File: config.mk
export PLATFORM = sky130hd
export DESIGN_NAME = skt_seq
export DESIGN_NICKNAME = d
export VERILOG_FILES = /design/src/hw/rtl/skt_pkg.sv /design/src/hw/rtl/skt_seq.sv
export SDC_FILE = /design/constraint.sdc
export NUM_CORES = 1
export LEC_CHECK = 0
export BUFFER_PORTS_ARGS = -buffer_cell sky130_fd_sc_hd__buf_2
export CORE_MARGIN = 2
export CORE_UTILIZATION = 50
export DETAILED_ROUTE_END_ITERATION = 10
export GPL_TIMING_DRIVEN = 0
export PLACE_DENSITY = 0.81
export SLEW_MARGIN = 10
export SYNTH_ARGS = -nofsm -noshare
export SYNTH_HDL_FRONTEND = slang
export SYNTH_SLANG_ARGS = --single-unit
File: constraint.sdc
create_clock -name i_clk -period 4.29 [get_ports i_clk]
set_input_delay 0 -clock i_clk [delete_from_list [all_inputs] [get_ports i_clk]]
set_output_delay 0 -clock i_clk [all_outputs]
set_load 0.02 [all_outputs]
File: src/hw/rtl/skt_pkg.sv
package skt_pkg;

    localparam int DEPTH_DEF        = 1024;
    localparam int KEY_BITS_DEF     = 32;
    localparam int PAYLOAD_BITS_DEF = 32;

    // Field widths of the item and result transactions
    localparam int FUNC_W   = 3;
    localparam int KEY_W    = 32;
    localparam int PAY_W    = 32;
    localparam int POS_W    = 10;
    localparam int STATUS_W = 2;

    localparam logic [FUNC_W-1:0] FN_LOWER  = 3'd0;
    localparam logic [FUNC_W-1:0] FN_INSERT = 3'd1;
    localparam logic [FUNC_W-1:0] FN_DELETE = 3'd2;
    localparam logic [FUNC_W-1:0] FN_READ   = 3'd3;
    localparam logic [FUNC_W-1:0] FN_LINEAR = 3'd4;

    localparam logic [STATUS_W-1:0] ST_OK    = 2'd0;
    localparam logic [STATUS_W-1:0] ST_FULL  = 2'd1;
    localparam logic [STATUS_W-1:0] ST_RANGE = 2'd2;

    typedef struct packed {
        logic [FUNC_W-1:0] func;
        logic [KEY_W-1:0]  key;
        logic [PAY_W-1:0]  payload;
        logic [POS_W-1:0]  position;
    } t_in_item;

    typedef struct packed {
        logic                found;
        logic [POS_W-1:0]    place;
        logic [KEY_W-1:0]    read_key;
        logic [PAY_W-1:0]    read_payload;
        logic [POS_W-1:0]    entries;
        logic [STATUS_W-1:0] status;
    } t_out_item;

    typedef enum logic [3:0] {
        S_IDLE,
        S_LB_RD,
        S_LB_CMP,
        S_INS_RD,
        S_INS_WR,
        S_DEL_RD,
        S_DEL_WR,
        S_LIN_RD,
        S_LIN_CMP,
        S_FETCH,
        S_RESULT
    } t_state;

endpackage

File: src/hw/rtl/skt_seq.sv
module skt_seq #(
    parameter int DEPTH        = skt_pkg::DEPTH_DEF,
    parameter int KEY_BITS     = skt_pkg::KEY_BITS_DEF,
    parameter int PAYLOAD_BITS = skt_pkg::PAYLOAD_BITS_DEF
) (
    input  logic                  i_clk,
    input  logic                  i_rst_n,
    input  logic                  i_start,
    input  skt_pkg::t_in_item     i_cmd,
    input  logic                  i_res_ready,
    output logic                  o_done,
    output skt_pkg::t_out_item    o_res,
    output logic                  o_we,
    output logic [$clog2(DEPTH)-1:0] o_waddr,
    output logic [((KEY_BITS < skt_pkg::KEY_W) ? KEY_BITS : skt_pkg::KEY_W) +
                  ((PAYLOAD_BITS < skt_pkg::PAY_W) ? PAYLOAD_BITS : skt_pkg::PAY_W) - 1:0]
                                  o_wdata,
    output logic                  o_re,
    output logic [$clog2(DEPTH)-1:0] o_raddr,
    input  logic [((KEY_BITS < skt_pkg::KEY_W) ? KEY_BITS : skt_pkg::KEY_W) +
                  ((PAYLOAD_BITS < skt_pkg::PAY_W) ? PAYLOAD_BITS : skt_pkg::PAY_W) - 1:0]
                                  i_rdata
);

    localparam int AW = $clog2(DEPTH);
    localparam int KW = (KEY_BITS < skt_pkg::KEY_W) ? KEY_BITS : skt_pkg::KEY_W;
    localparam int PW = (PAYLOAD_BITS < skt_pkg::PAY_W) ? PAYLOAD_BITS : skt_pkg::PAY_W;
    localparam int CW = (AW > skt_pkg::POS_W) ? AW : skt_pkg::POS_W;
    localparam logic [AW-1:0] FULL_COUNT = AW'(DEPTH - 1);

    skt_pkg::t_state r_state, n_state;
    logic [AW-1:0]   r_count, n_count;
    logic [skt_pkg::FUNC_W-1:0] r_func, n_func;
    logic [KW-1:0]   r_key, n_key;
    logic [PW-1:0]   r_pay, n_pay;
    logic [CW-1:0]   r_place, n_place;
    logic [AW-1:0]   r_lo, n_lo;
    logic [AW-1:0]   r_hi, n_hi;
    logic [AW-1:0]   r_mid, n_mid;
    logic [AW-1:0]   r_idx, n_idx;
    logic            r_found, n_found;
    logic            r_show, n_show;
    logic [skt_pkg::STATUS_W-1:0] r_status, n_status;

    logic [AW:0]     mid_sum;
    logic [CW-1:0]   pos_ext;
    logic [CW-1:0]   count_ext;
    logic [AW-1:0]   idx_inc;
    logic [KW-1:0]   rd_key;
    logic [PW-1:0]   rd_pay;
    logic            hit;

    always_ff @(posedge i_clk) begin
        if (!i_rst_n) begin
            r_state <= skt_pkg::S_IDLE;
            r_count <= '0;
        end else begin
            r_state <= n_state;
            r_count <= n_count;
        end
    end

    always_ff @(posedge i_clk) begin
        r_func   <= n_func;
        r_key    <= n_key;
        r_pay    <= n_pay;
        r_place  <= n_place;
        r_lo     <= n_lo;
        r_hi     <= n_hi;
        r_mid    <= n_mid;
        r_idx    <= n_idx;
        r_found  <= n_found;
        r_show   <= n_show;
        r_status <= n_status;
    end

    assign mid_sum   = {1'b0, r_lo} + {1'b0, r_hi};
    assign pos_ext   = CW'(i_cmd.position);
    assign count_ext = CW'(r_count);
    assign idx_inc   = r_idx + AW'(1);
    assign rd_key    = i_rdata[KW+PW-1:PW];
    assign rd_pay    = i_rdata[PW-1:0];
    assign hit       = r_show && (r_place < count_ext);

    always_comb begin
        n_state  = r_state;
        n_count  = r_count;
        n_func   = r_func;
        n_key    = r_key;
        n_pay    = r_pay;
        n_place  = r_place;
        n_lo     = r_lo;
        n_hi     = r_hi;
        n_mid    = r_mid;
        n_idx    = r_idx;
        n_found  = r_found;
        n_show   = r_show;
        n_status = r_status;
        o_we     = 1'b0;
        o_waddr  = '0;
        o_wdata  = {r_key, r_pay};
        o_re     = 1'b0;
        o_raddr  = '0;
        o_done   = 1'b0;

        case (r_state)
            skt_pkg::S_IDLE: begin
                if (i_start) begin
                    n_func   = i_cmd.func;
                    n_key    = i_cmd.key[KW-1:0];
                    n_pay    = i_cmd.payload[PW-1:0];
                    n_found  = 1'b0;
                    n_show   = 1'b0;
                    n_status = skt_pkg::ST_OK;
                    n_place  = '0;
                    n_lo     = '0;
                    n_hi     = r_count;
                    n_state  = skt_pkg::S_FETCH;
                    case (i_cmd.func)
                        skt_pkg::FN_LOWER: begin
                            n_state = skt_pkg::S_LB_RD;
                        end
                        skt_pkg::FN_INSERT: begin
                            if (r_count >= FULL_COUNT) begin
                                n_status = skt_pkg::ST_FULL;
                            end else begin
                                n_state = skt_pkg::S_LB_RD;
                            end
                        end
                        skt_pkg::FN_DELETE: begin
                            n_place = pos_ext;
                            if (pos_ext >= count_ext) begin
                                n_status = skt_pkg::ST_RANGE;
                            end else begin
                                n_idx   = pos_ext[AW-1:0];
                                n_state = skt_pkg::S_DEL_RD;
                            end
                        end
                        skt_pkg::FN_READ: begin
                            n_place = pos_ext;
                            if (pos_ext >= count_ext) begin
                                n_status = skt_pkg::ST_RANGE;
                            end else begin
                                n_show = 1'b1;
                            end
                        end
                        skt_pkg::FN_LINEAR: begin
                            n_place = count_ext;
                            n_idx   = '0;
                            n_state = skt_pkg::S_LIN_RD;
                        end
                        default: begin
                            n_state = skt_pkg::S_FETCH;
                        end
                    endcase
                end
            end

            skt_pkg::S_LB_RD: begin
                if (r_lo < r_hi) begin
                    n_mid   = mid_sum[AW:1];
                    o_re    = 1'b1;
                    o_raddr = mid_sum[AW:1];
                    n_state = skt_pkg::S_LB_CMP;
                end else begin
                    n_place = CW'(r_lo);
                    if (r_func == skt_pkg::FN_INSERT) begin
                        n_idx   = r_count;
                        n_state = skt_pkg::S_INS_RD;
                    end else begin
                        n_show  = 1'b1;
                        n_state = skt_pkg::S_FETCH;
                    end
                end
            end

            skt_pkg::S_LB_CMP: begin
                if (rd_key >= r_key) begin
                    n_hi = r_mid;
                end else begin
                    n_lo = r_mid + AW'(1);
                end
                n_state = skt_pkg::S_LB_RD;
            end

            skt_pkg::S_INS_RD: begin
                if (r_idx > r_place[AW-1:0]) begin
                    o_re    = 1'b1;
                    o_raddr = r_idx - AW'(1);
                    n_state = skt_pkg::S_INS_WR;
                end else begin
                    // gap is open: drop the new record in
                    o_we    = 1'b1;
                    o_waddr = r_place[AW-1:0];
                    n_count = r_count + AW'(1);
                    n_found = 1'b1;
                    n_show  = 1'b1;
                    n_state = skt_pkg::S_FETCH;
                end
            end

            skt_pkg::S_INS_WR: begin
                o_we    = 1'b1;
                o_waddr = r_idx;
                o_wdata = i_rdata;
                n_idx   = r_idx - AW'(1);
                n_state = skt_pkg::S_INS_RD;
            end

            skt_pkg::S_DEL_RD: begin
                if (idx_inc < r_count) begin
                    o_re    = 1'b1;
                    o_raddr = idx_inc;
                    n_state = skt_pkg::S_DEL_WR;
                end else begin
                    n_count = r_count - AW'(1);
                    n_show  = 1'b1;
                    n_state = skt_pkg::S_FETCH;
                end
            end

            skt_pkg::S_DEL_WR: begin
                o_we    = 1'b1;
                o_waddr = r_idx;
                o_wdata = i_rdata;
                n_idx   = idx_inc;
                n_state = skt_pkg::S_DEL_RD;
            end

            skt_pkg::S_LIN_RD: begin
                if (r_idx < r_count) begin
                    o_re    = 1'b1;
                    o_raddr = r_idx;
                    n_state = skt_pkg::S_LIN_CMP;
                end else begin
                    n_state = skt_pkg::S_FETCH;
                end
            end

            skt_pkg::S_LIN_CMP: begin
                if (rd_key == r_key) begin
                    n_place = CW'(r_idx);
                    n_found = 1'b1;
                    n_show  = 1'b1;
                    n_state = skt_pkg::S_FETCH;
                end else begin
                    n_idx   = idx_inc;
                    n_state = skt_pkg::S_LIN_RD;
                end
            end

            skt_pkg::S_FETCH: begin
                if (hit) begin
                    o_re    = 1'b1;
                    o_raddr = r_place[AW-1:0];
                end
                n_state = skt_pkg::S_RESULT;
            end

            skt_pkg::S_RESULT: begin
                o_done = 1'b1;
                if (i_res_ready) begin
                    n_state = skt_pkg::S_IDLE;
                end
            end

            default: begin
                n_state = skt_pkg::S_IDLE;
            end
        endcase
    end

    always_comb begin
        o_res.place        = r_place[skt_pkg::POS_W-1:0];
        o_res.entries      = count_ext[skt_pkg::POS_W-1:0];
        o_res.status       = r_status;
        o_res.read_key     = hit ? skt_pkg::KEY_W'(rd_key) : '0;
        o_res.read_payload = hit ? skt_pkg::PAY_W'(rd_pay) : '0;
        if (r_func == skt_pkg::FN_LOWER) begin
            o_res.found = hit && (rd_key == r_key);
        end else begin
            o_res.found = r_found;
        end
    end

endmodule

# ---- After elaboration in Yosys (flattened, before gate mapping)
# Index checks and enable logic that the tools add are counted.
# W data, S select, Z words.
dict set report totals {
  regBits 135
  in_bits 145
  out_inout_bits 174
  wordCells 147
}
dict set report classes {
  n_addsub 6
  magnitude_cmp 8
  eq_ne 29
  n_mux 68
  n_reduce_logical 23
}
# cell count
set ops {}
lappend ops {{$mux W10} 20}
lappend ops {{$pmux W10 S2} 6}
lappend ops {{$pmux W10 S5} 2}
lappend ops {{$mux W32} 2}
lappend ops {{$mux W64} 1}
lappend ops {{$pmux W4 S11} 1}
lappend ops {{$lt A10 B10 Y1} 4}
lappend ops {{$mux W4} 9}
lappend ops {{$eq A32 B32 Y1} 1}
lappend ops {{$ge A32 B32 Y1} 1}
lappend ops {{$add A10 B1 Y10 const B} 3}
lappend ops {{$pmux W10 S3} 1}
lappend ops {{$ne A2 B2 Y1 const B} 11}
lappend ops {{$sub A10 B1 Y10 const B} 2}
lappend ops {{$mux W1} 19}
lappend ops {{$eq A4 B3 Y1 const B} 4}
lappend ops {{$pmux W4 S4} 1}
lappend ops {{$reduce_and A7 Y1} 2}
lappend ops {{$eq A4 B4 Y1 const B} 3}
lappend ops {{$add A10 B10 Y11} 1}
lappend ops {{$ge A10 B10 Y1} 1}
lappend ops {{$ge A10 B10 Y1 const B} 1}
lappend ops {{$gt A10 B10 Y1} 1}
lappend ops {{$pmux W1 S5} 2}
lappend ops {{21 further kinds} 35}

# ---- Longest topological paths before layout
dict set report logic_depth {
  depth_word 5
  mapped_depth 15
  mapped_depth_nobuf 12
}

# ---- Least setup slack after synthesis
# OpenSTA, ideal clock, no wires.
dict set report synth_path {
  path_type {reg2reg}
  from {register r_state[3]}
  to {register r_lo[0], enable pin}
  setup_time_ns 0.347
  arrival_ns 2.919
  required_ns 3.943
  slack_ns 1.024
  stages_incl_launch_ff 5
  path_buffers 1
  synth_period_minus_slack_ns 3.266
  path_cell_list {dfxtp_1 -> clkbuf_1 -> nor2_1 -> and3_1 -> nand2b_1}
}
dict set report synth_via {
  elab_chain_cells 3
  elab_cells_between_ends 6
  cone_classes {eq/ne: 3; reduce/logical: 3}
}
# element line
set synth_rtl {}
lappend synth_rtl {{from (decl)} skt_seq.sv:31} ;# skt_pkg::t_state r_state, n_state;
lappend synth_rtl {{from (signal assigned)} skt_seq.sv:55} ;# r_state <= skt_pkg::S_IDLE;
lappend synth_rtl {{from (signal assigned)} skt_seq.sv:58} ;# r_state <= n_state;
lappend synth_rtl {{$eq A4 B2 Y1 or $logic_not A4 Y1 (tied branches)} skt_seq.sv:106} ;# case (r_state)
lappend synth_rtl {{$ne A2 B2 Y1 (no source line) or $reduce_bool A2 Y1 (tied branches)} --}
lappend synth_rtl {{$reduce_and A3 Y1 (no source line) (*)} --}
lappend synth_rtl {{to (signal assigned)} skt_seq.sv:68} ;# r_lo <= n_lo;
lappend synth_rtl {{to (decl)} skt_seq.sv:37} ;# logic [AW-1:0] r_lo, n_lo;
# Every way passes the cells marked *; elsewhere a longest branch is shown, timed or not.
# A chain may end at the register's enable or synchronous reset.

# ---- Final worst setup path
dict set report layout_path {
  from {register r_idx[0]}
  to {output o_raddr[0]}
}
dict set report layout_via {
  elab_chain_cells 4
  elab_cells_between_ends 9
  cone_classes {add/sub: 2; order compare: 3; mux: 4}
}
# element line
set layout_rtl {}
lappend layout_rtl {{from (decl)} skt_seq.sv:40} ;# logic [AW-1:0] r_idx, n_idx;
lappend layout_rtl {{from (signal assigned)} skt_seq.sv:71} ;# r_idx <= n_idx;
lappend layout_rtl {{$add A10 B1 Y10} skt_seq.sv:80} ;# assign idx_inc = r_idx + AW'(1);
lappend layout_rtl {{$lt A10 B10 Y1} skt_seq.sv:211} ;# if (idx_inc < r_count) begin
lappend layout_rtl {{$mux W10} skt_seq.sv:211}
lappend layout_rtl {{$pmux W10 S5 (*)} skt_seq.sv:106}
lappend layout_rtl {{to (decl)} skt_seq.sv:19} ;# output logic [$clog2(DEPTH)-1:0] o_raddr,
# Marks and branches as above.

==> metrics.md <==
| Metric | Value |
|---|---|
| Worst IR drop on VDD | roughly 0.00041 V |
| Result of the run | completed |
| Fraction of registers with async set or reset after synthesis | 0% |
| Largest fanout of any net on the critical path | 10 |
| End of the worst register-to-register path | r_idx[8] |
| Aggregate global routing overflow | 0 |
| Final hold violation count | 0 |
| P&R area growth vs syn | 32.8% |
| EDFF count, synth | 121 |
| Largest cells by area after synthesis | edfxtp_1 36%, ha_1 13%, nand2_1 6.7% |
| Final nets | between 1,500 and 2,000 |
| Setup slack of the most critical reg-to-reg path | between 0.5 and 0.6 ns |
| Area fraction of the dominant cell type after synthesis | between 30% and 40% |
| Hold path depth | 3 |
| Initial antenna violation count | 1 |
| Count of input and output buffers | 318 |
| Type of element launching the critical path | flip-flop |
| Total count of max-transition violations in the final report | 0 |
| Starting density of the core | between 50 and 60% |
| Width of the die | 147 um |
| Setup WS post-layout | roughly 0.12 ns |
| Number of buffers created by CTS | 17 |
| Core outline area | around 20,000 um2 |
| Final number of setup-violating endpoints | 0 |
| Final routed DRC violation total | 0 |
| Launch point of the worst reg-to-reg path | count_ext[7] |
| Latest clock arrival within the worst-skew pair | between 0.4 and 0.5 ns |
| Arrival time of data at the critical path endpoint | between 4 and 5 ns |
| Vias in the first global route | 9,990 |
| Fmax achieved | approximately 0.24 GHz |
| H-tree depth | 4 |
| Pin count of the biggest net entering global routing | 43 |
| Global placement routability congestion | 1.03 |
| Overall power of the completed layout | about 10000 uW |
| Post-route core utilization | between 60% and 70% |
| Post-detailed-route wirelength per cell | just over 20 um |
| Worst-case headroom to the max-slew limit | 20.2% |
| End of the worst hold path | r_place[6] |
| Final-layout fill cell count | between 1,500 and 2,000 |
| Routed wire length | 37.1 mm |
| Most instantiated flip-flop cell in the synthesis netlist | edfxtp_1 |
| Worst Min Path Start | i_cmd[6] |
| TritonCTS clock tree | built |
| Seq/Total Area, Yosys | 38.3% |
| DPL Wire Length | roughly 29 mm |
| Static leakage | 0.00628 uW |
| Worst setup path class | reg2out |
| Vias | approximately 11,000 |
| Actual transition at the worst max-transition pin | 1.19 ns |
| Worst clock skew | roughly 0.01 ns |
| Library cell with the largest summed area after synthesis | edfxtp_1 |
| All-layer global routing usage | 33.0% |
| Worst Setup End Kind | primary output |
| Initial DRC Count | 1,217 |
| Post-layout minimum cycle time | 4.17 ns |
| Yosys warning count | 0 |
| Power per unit of standard cell area | between 700 and 800 nW/um2 |
| Number of nets produced by synthesis | 1,390 |
| Num Clock Sinks | roughly 140 |
| Die Outline Area | roughly 22,000 um2 |
| Maximum capacitance violations | 0 |
| Number of rows created at floorplan | 52 |
| Via density per instance | 5.80 |
| Die Y-Extent | around 150 um |
| Number of distinct library cells after synthesis | between 60 and 70 |
| Clock buffer depth | 2 |
| I/O pin count | around 320 |
| Share of the cycle needed by the critical path after routing | between 90% and 100% |
| Post-synthesis average cell area | around 9.0 um2 |
| Clock slew seen by the registers of the worst setup and hold paths | about 0.060 ns |
| Syn Std Cell Area | 10,200 um2 |
| Drt pass-1 iters | 7 |
| Fraction of layout instances using a drive strength above 1 | about 24% |
| First-pass GRT wire length | approximately 55 mm |
| Clk Tree Root Cell | clkbuf_16 |
| Worst endpoint required time | 4.29 ns |
| Worst reg2reg path depth | 8 |
| Cell count after synthesis | 1,135 |
| Synthesized flop and latch total | approximately 140 |
| Remaining number of nets flagged by the antenna check after routing | 0 |
| Place WS | about 0.27 ns |
| Worst hold-check path type | in2reg |
## repair_timing
item / in CTS / in global routing
gates resized for setup: 4 / 12
hold buffers: 77 / 0
setup endpoints to repair: 5 / 10
setup buffers: 0 / 0
hold endpoints to repair: 77 / 0
## where the power goes
group | switching (uW) | total (uW) | internal, uW
clock | 607 | 1470 | 862
combinational | 3720 | 5660 | 1940
sequential | 456 | 2630 | 2180
## per-layer routing
metal	share of wire, %	wire [um]	vias up	global-route usage (%)
li1	-	-	4928	-
met1	39	14300	4981	42.1
met2	48	17700	627	55.8
met3	9.8	3620	102	5.90
met4	3.9	1440	0	13.1
met5	0	0	-	0
## cell usage after synthesis (4+ instances only)
| cell type | number |
|---|---|
| mux2i_1 | 9 |
| a22o_1 | 9 |
| a22oi_1 | 33 |
| a222oi_1 | 8 |
| inv_1 | 80 |
| a221oi_1 | 7 |
| a211oi_1 | 5 |
| mux2_2 | 10 |
| nand2_1 | 182 |
| nand4_1 | 9 |
| xnor2_1 | 15 |
| o211ai_1 | 5 |
| and3_1 | 7 |
| o21ai_1 | 9 |
| nor4_1 | 4 |
| nor3b_1 | 4 |
| nor3_1 | 25 |
| nor2_1 | 44 |
| a21o_1 | 25 |
| a21oi_1 | 50 |
| edfxtp_1 | 121 |
| xor2_1 | 17 |
| and2_1 | 73 |
| and4_1 | 5 |
| nand2b_1 | 10 |
| buf_2 | 5 |
| or3_1 | 14 |
| a211o_1 | 5 |
| o21a_1 | 7 |
| nor2b_1 | 15 |
| buf_1 | 5 |
| nand3_1 | 23 |
| dfxtp_1 | 14 |
| clkbuf_1 | 44 |
| ha_1 | 108 |
| o21ai_0 | 80 |
## critical path, cell delays in order (launching register included)
cell	delay, ns
edfxtp_1	0.43
clkbuf_2	0.26
nand3_1	0.27
nor4_4	0.43
xor2_2	0.26
ha_1	0.30
and4_1	0.24
o21ai_0	0.08
o21ai_1	0.11
nor3_2	0.32
clkbuf_4	0.30
nor2_1	0.13
o211ai_1	0.35
buf_2	0.23
## layout make-up
type                            instances  area (um2)  share of cell area [%]
Buffer                                 54         220                    1.62
Tap cell                              270         338                    2.49
Clock inverter                         13         144                    1.06
Inverter                               82         308                    2.27
Multi-Input combinational cell        863        5820                    42.9
Clock buffer                           19         433                    3.19
Antenna cell                            1        2.50                  0.0185
Timing Repair Buffer                  396        2380                    17.6
Sequential cell                       135        3910                    28.9
## kinds of logic (layout without fill, tap and decap cells)
logic type / count (synthesis) / after routing / share of synthesized area (%)
other: 0 / 1 / 0
XOR/XNOR: 32 / 32 / 2.75
multiplexers: 19 / 19 / 1.99
AO/OA/AOI/OAI: 277 / 277 / 17.9
AND/OR/NAND/NOR: 425 / 425 / 20.3
buffers and inverters: 137 / 564 / 5.14
flip-flops: 135 / 135 / 38.3
adder cells (fa/ha/maj): 110 / 110 / 13.6
## metrics by stage
stage,instances,setup TNS [ns],instance area (um2),hold WS (ns)
2_1_floorplan,1135,0,10200,0.0989
3_3_place_gp,1723,-0.323,12100,0.177
3_5_place_dp,1724,0,12200,0.178
4_1_cts,1833,0,13500,0.00731
5_1_grt,1833,-0.0492,13600,0.0344
6_report,1833,0,13600,0.0236
## placed cells by master, fill, tap and decap left out, drive strengths merged, types with 23 or more instances in the layout
cell	instances
a21o	25
o21ai	89
nor2	44
dlygate4sd3	77
nor3	25
buf	329
nand2	182
and2	73
nand3	23
a21oi	50
inv	86
edfxtp	121
ha	108
a22oi	33
clkbuf	63
## sequential cells by signal, summed over array words and instances, names as in the netlist
signal,cells
r_pay,32
r_found,1
r_mid,10
r_idx,10
r_key,32
r_place,10
r_func,3
count_ext,10
r_status,2
r_hi,10
r_lo,10
r_show,1
r_state,4
## worst max path at each step
stage / startpoint / end / cells after the start / slack (ns)
3_5_place_dp: r_idx[0] / o_raddr[0] / 13 / 0.27
2_1_floorplan: r_state[3] / r_lo[0] / 4 / 1.02
6_report: r_idx[0] / o_raddr[0] / 13 / 0.12
4_1_cts: r_idx[0] / o_raddr[0] / 13 / 0.03
3_3_place_gp: r_state[3] / r_lo[8] / 4 / -0.03
5_1_grt: r_idx[0] / o_raddr[0] / 13 / -0.05
Note: power is estimated with default switching activity, not from simulation.
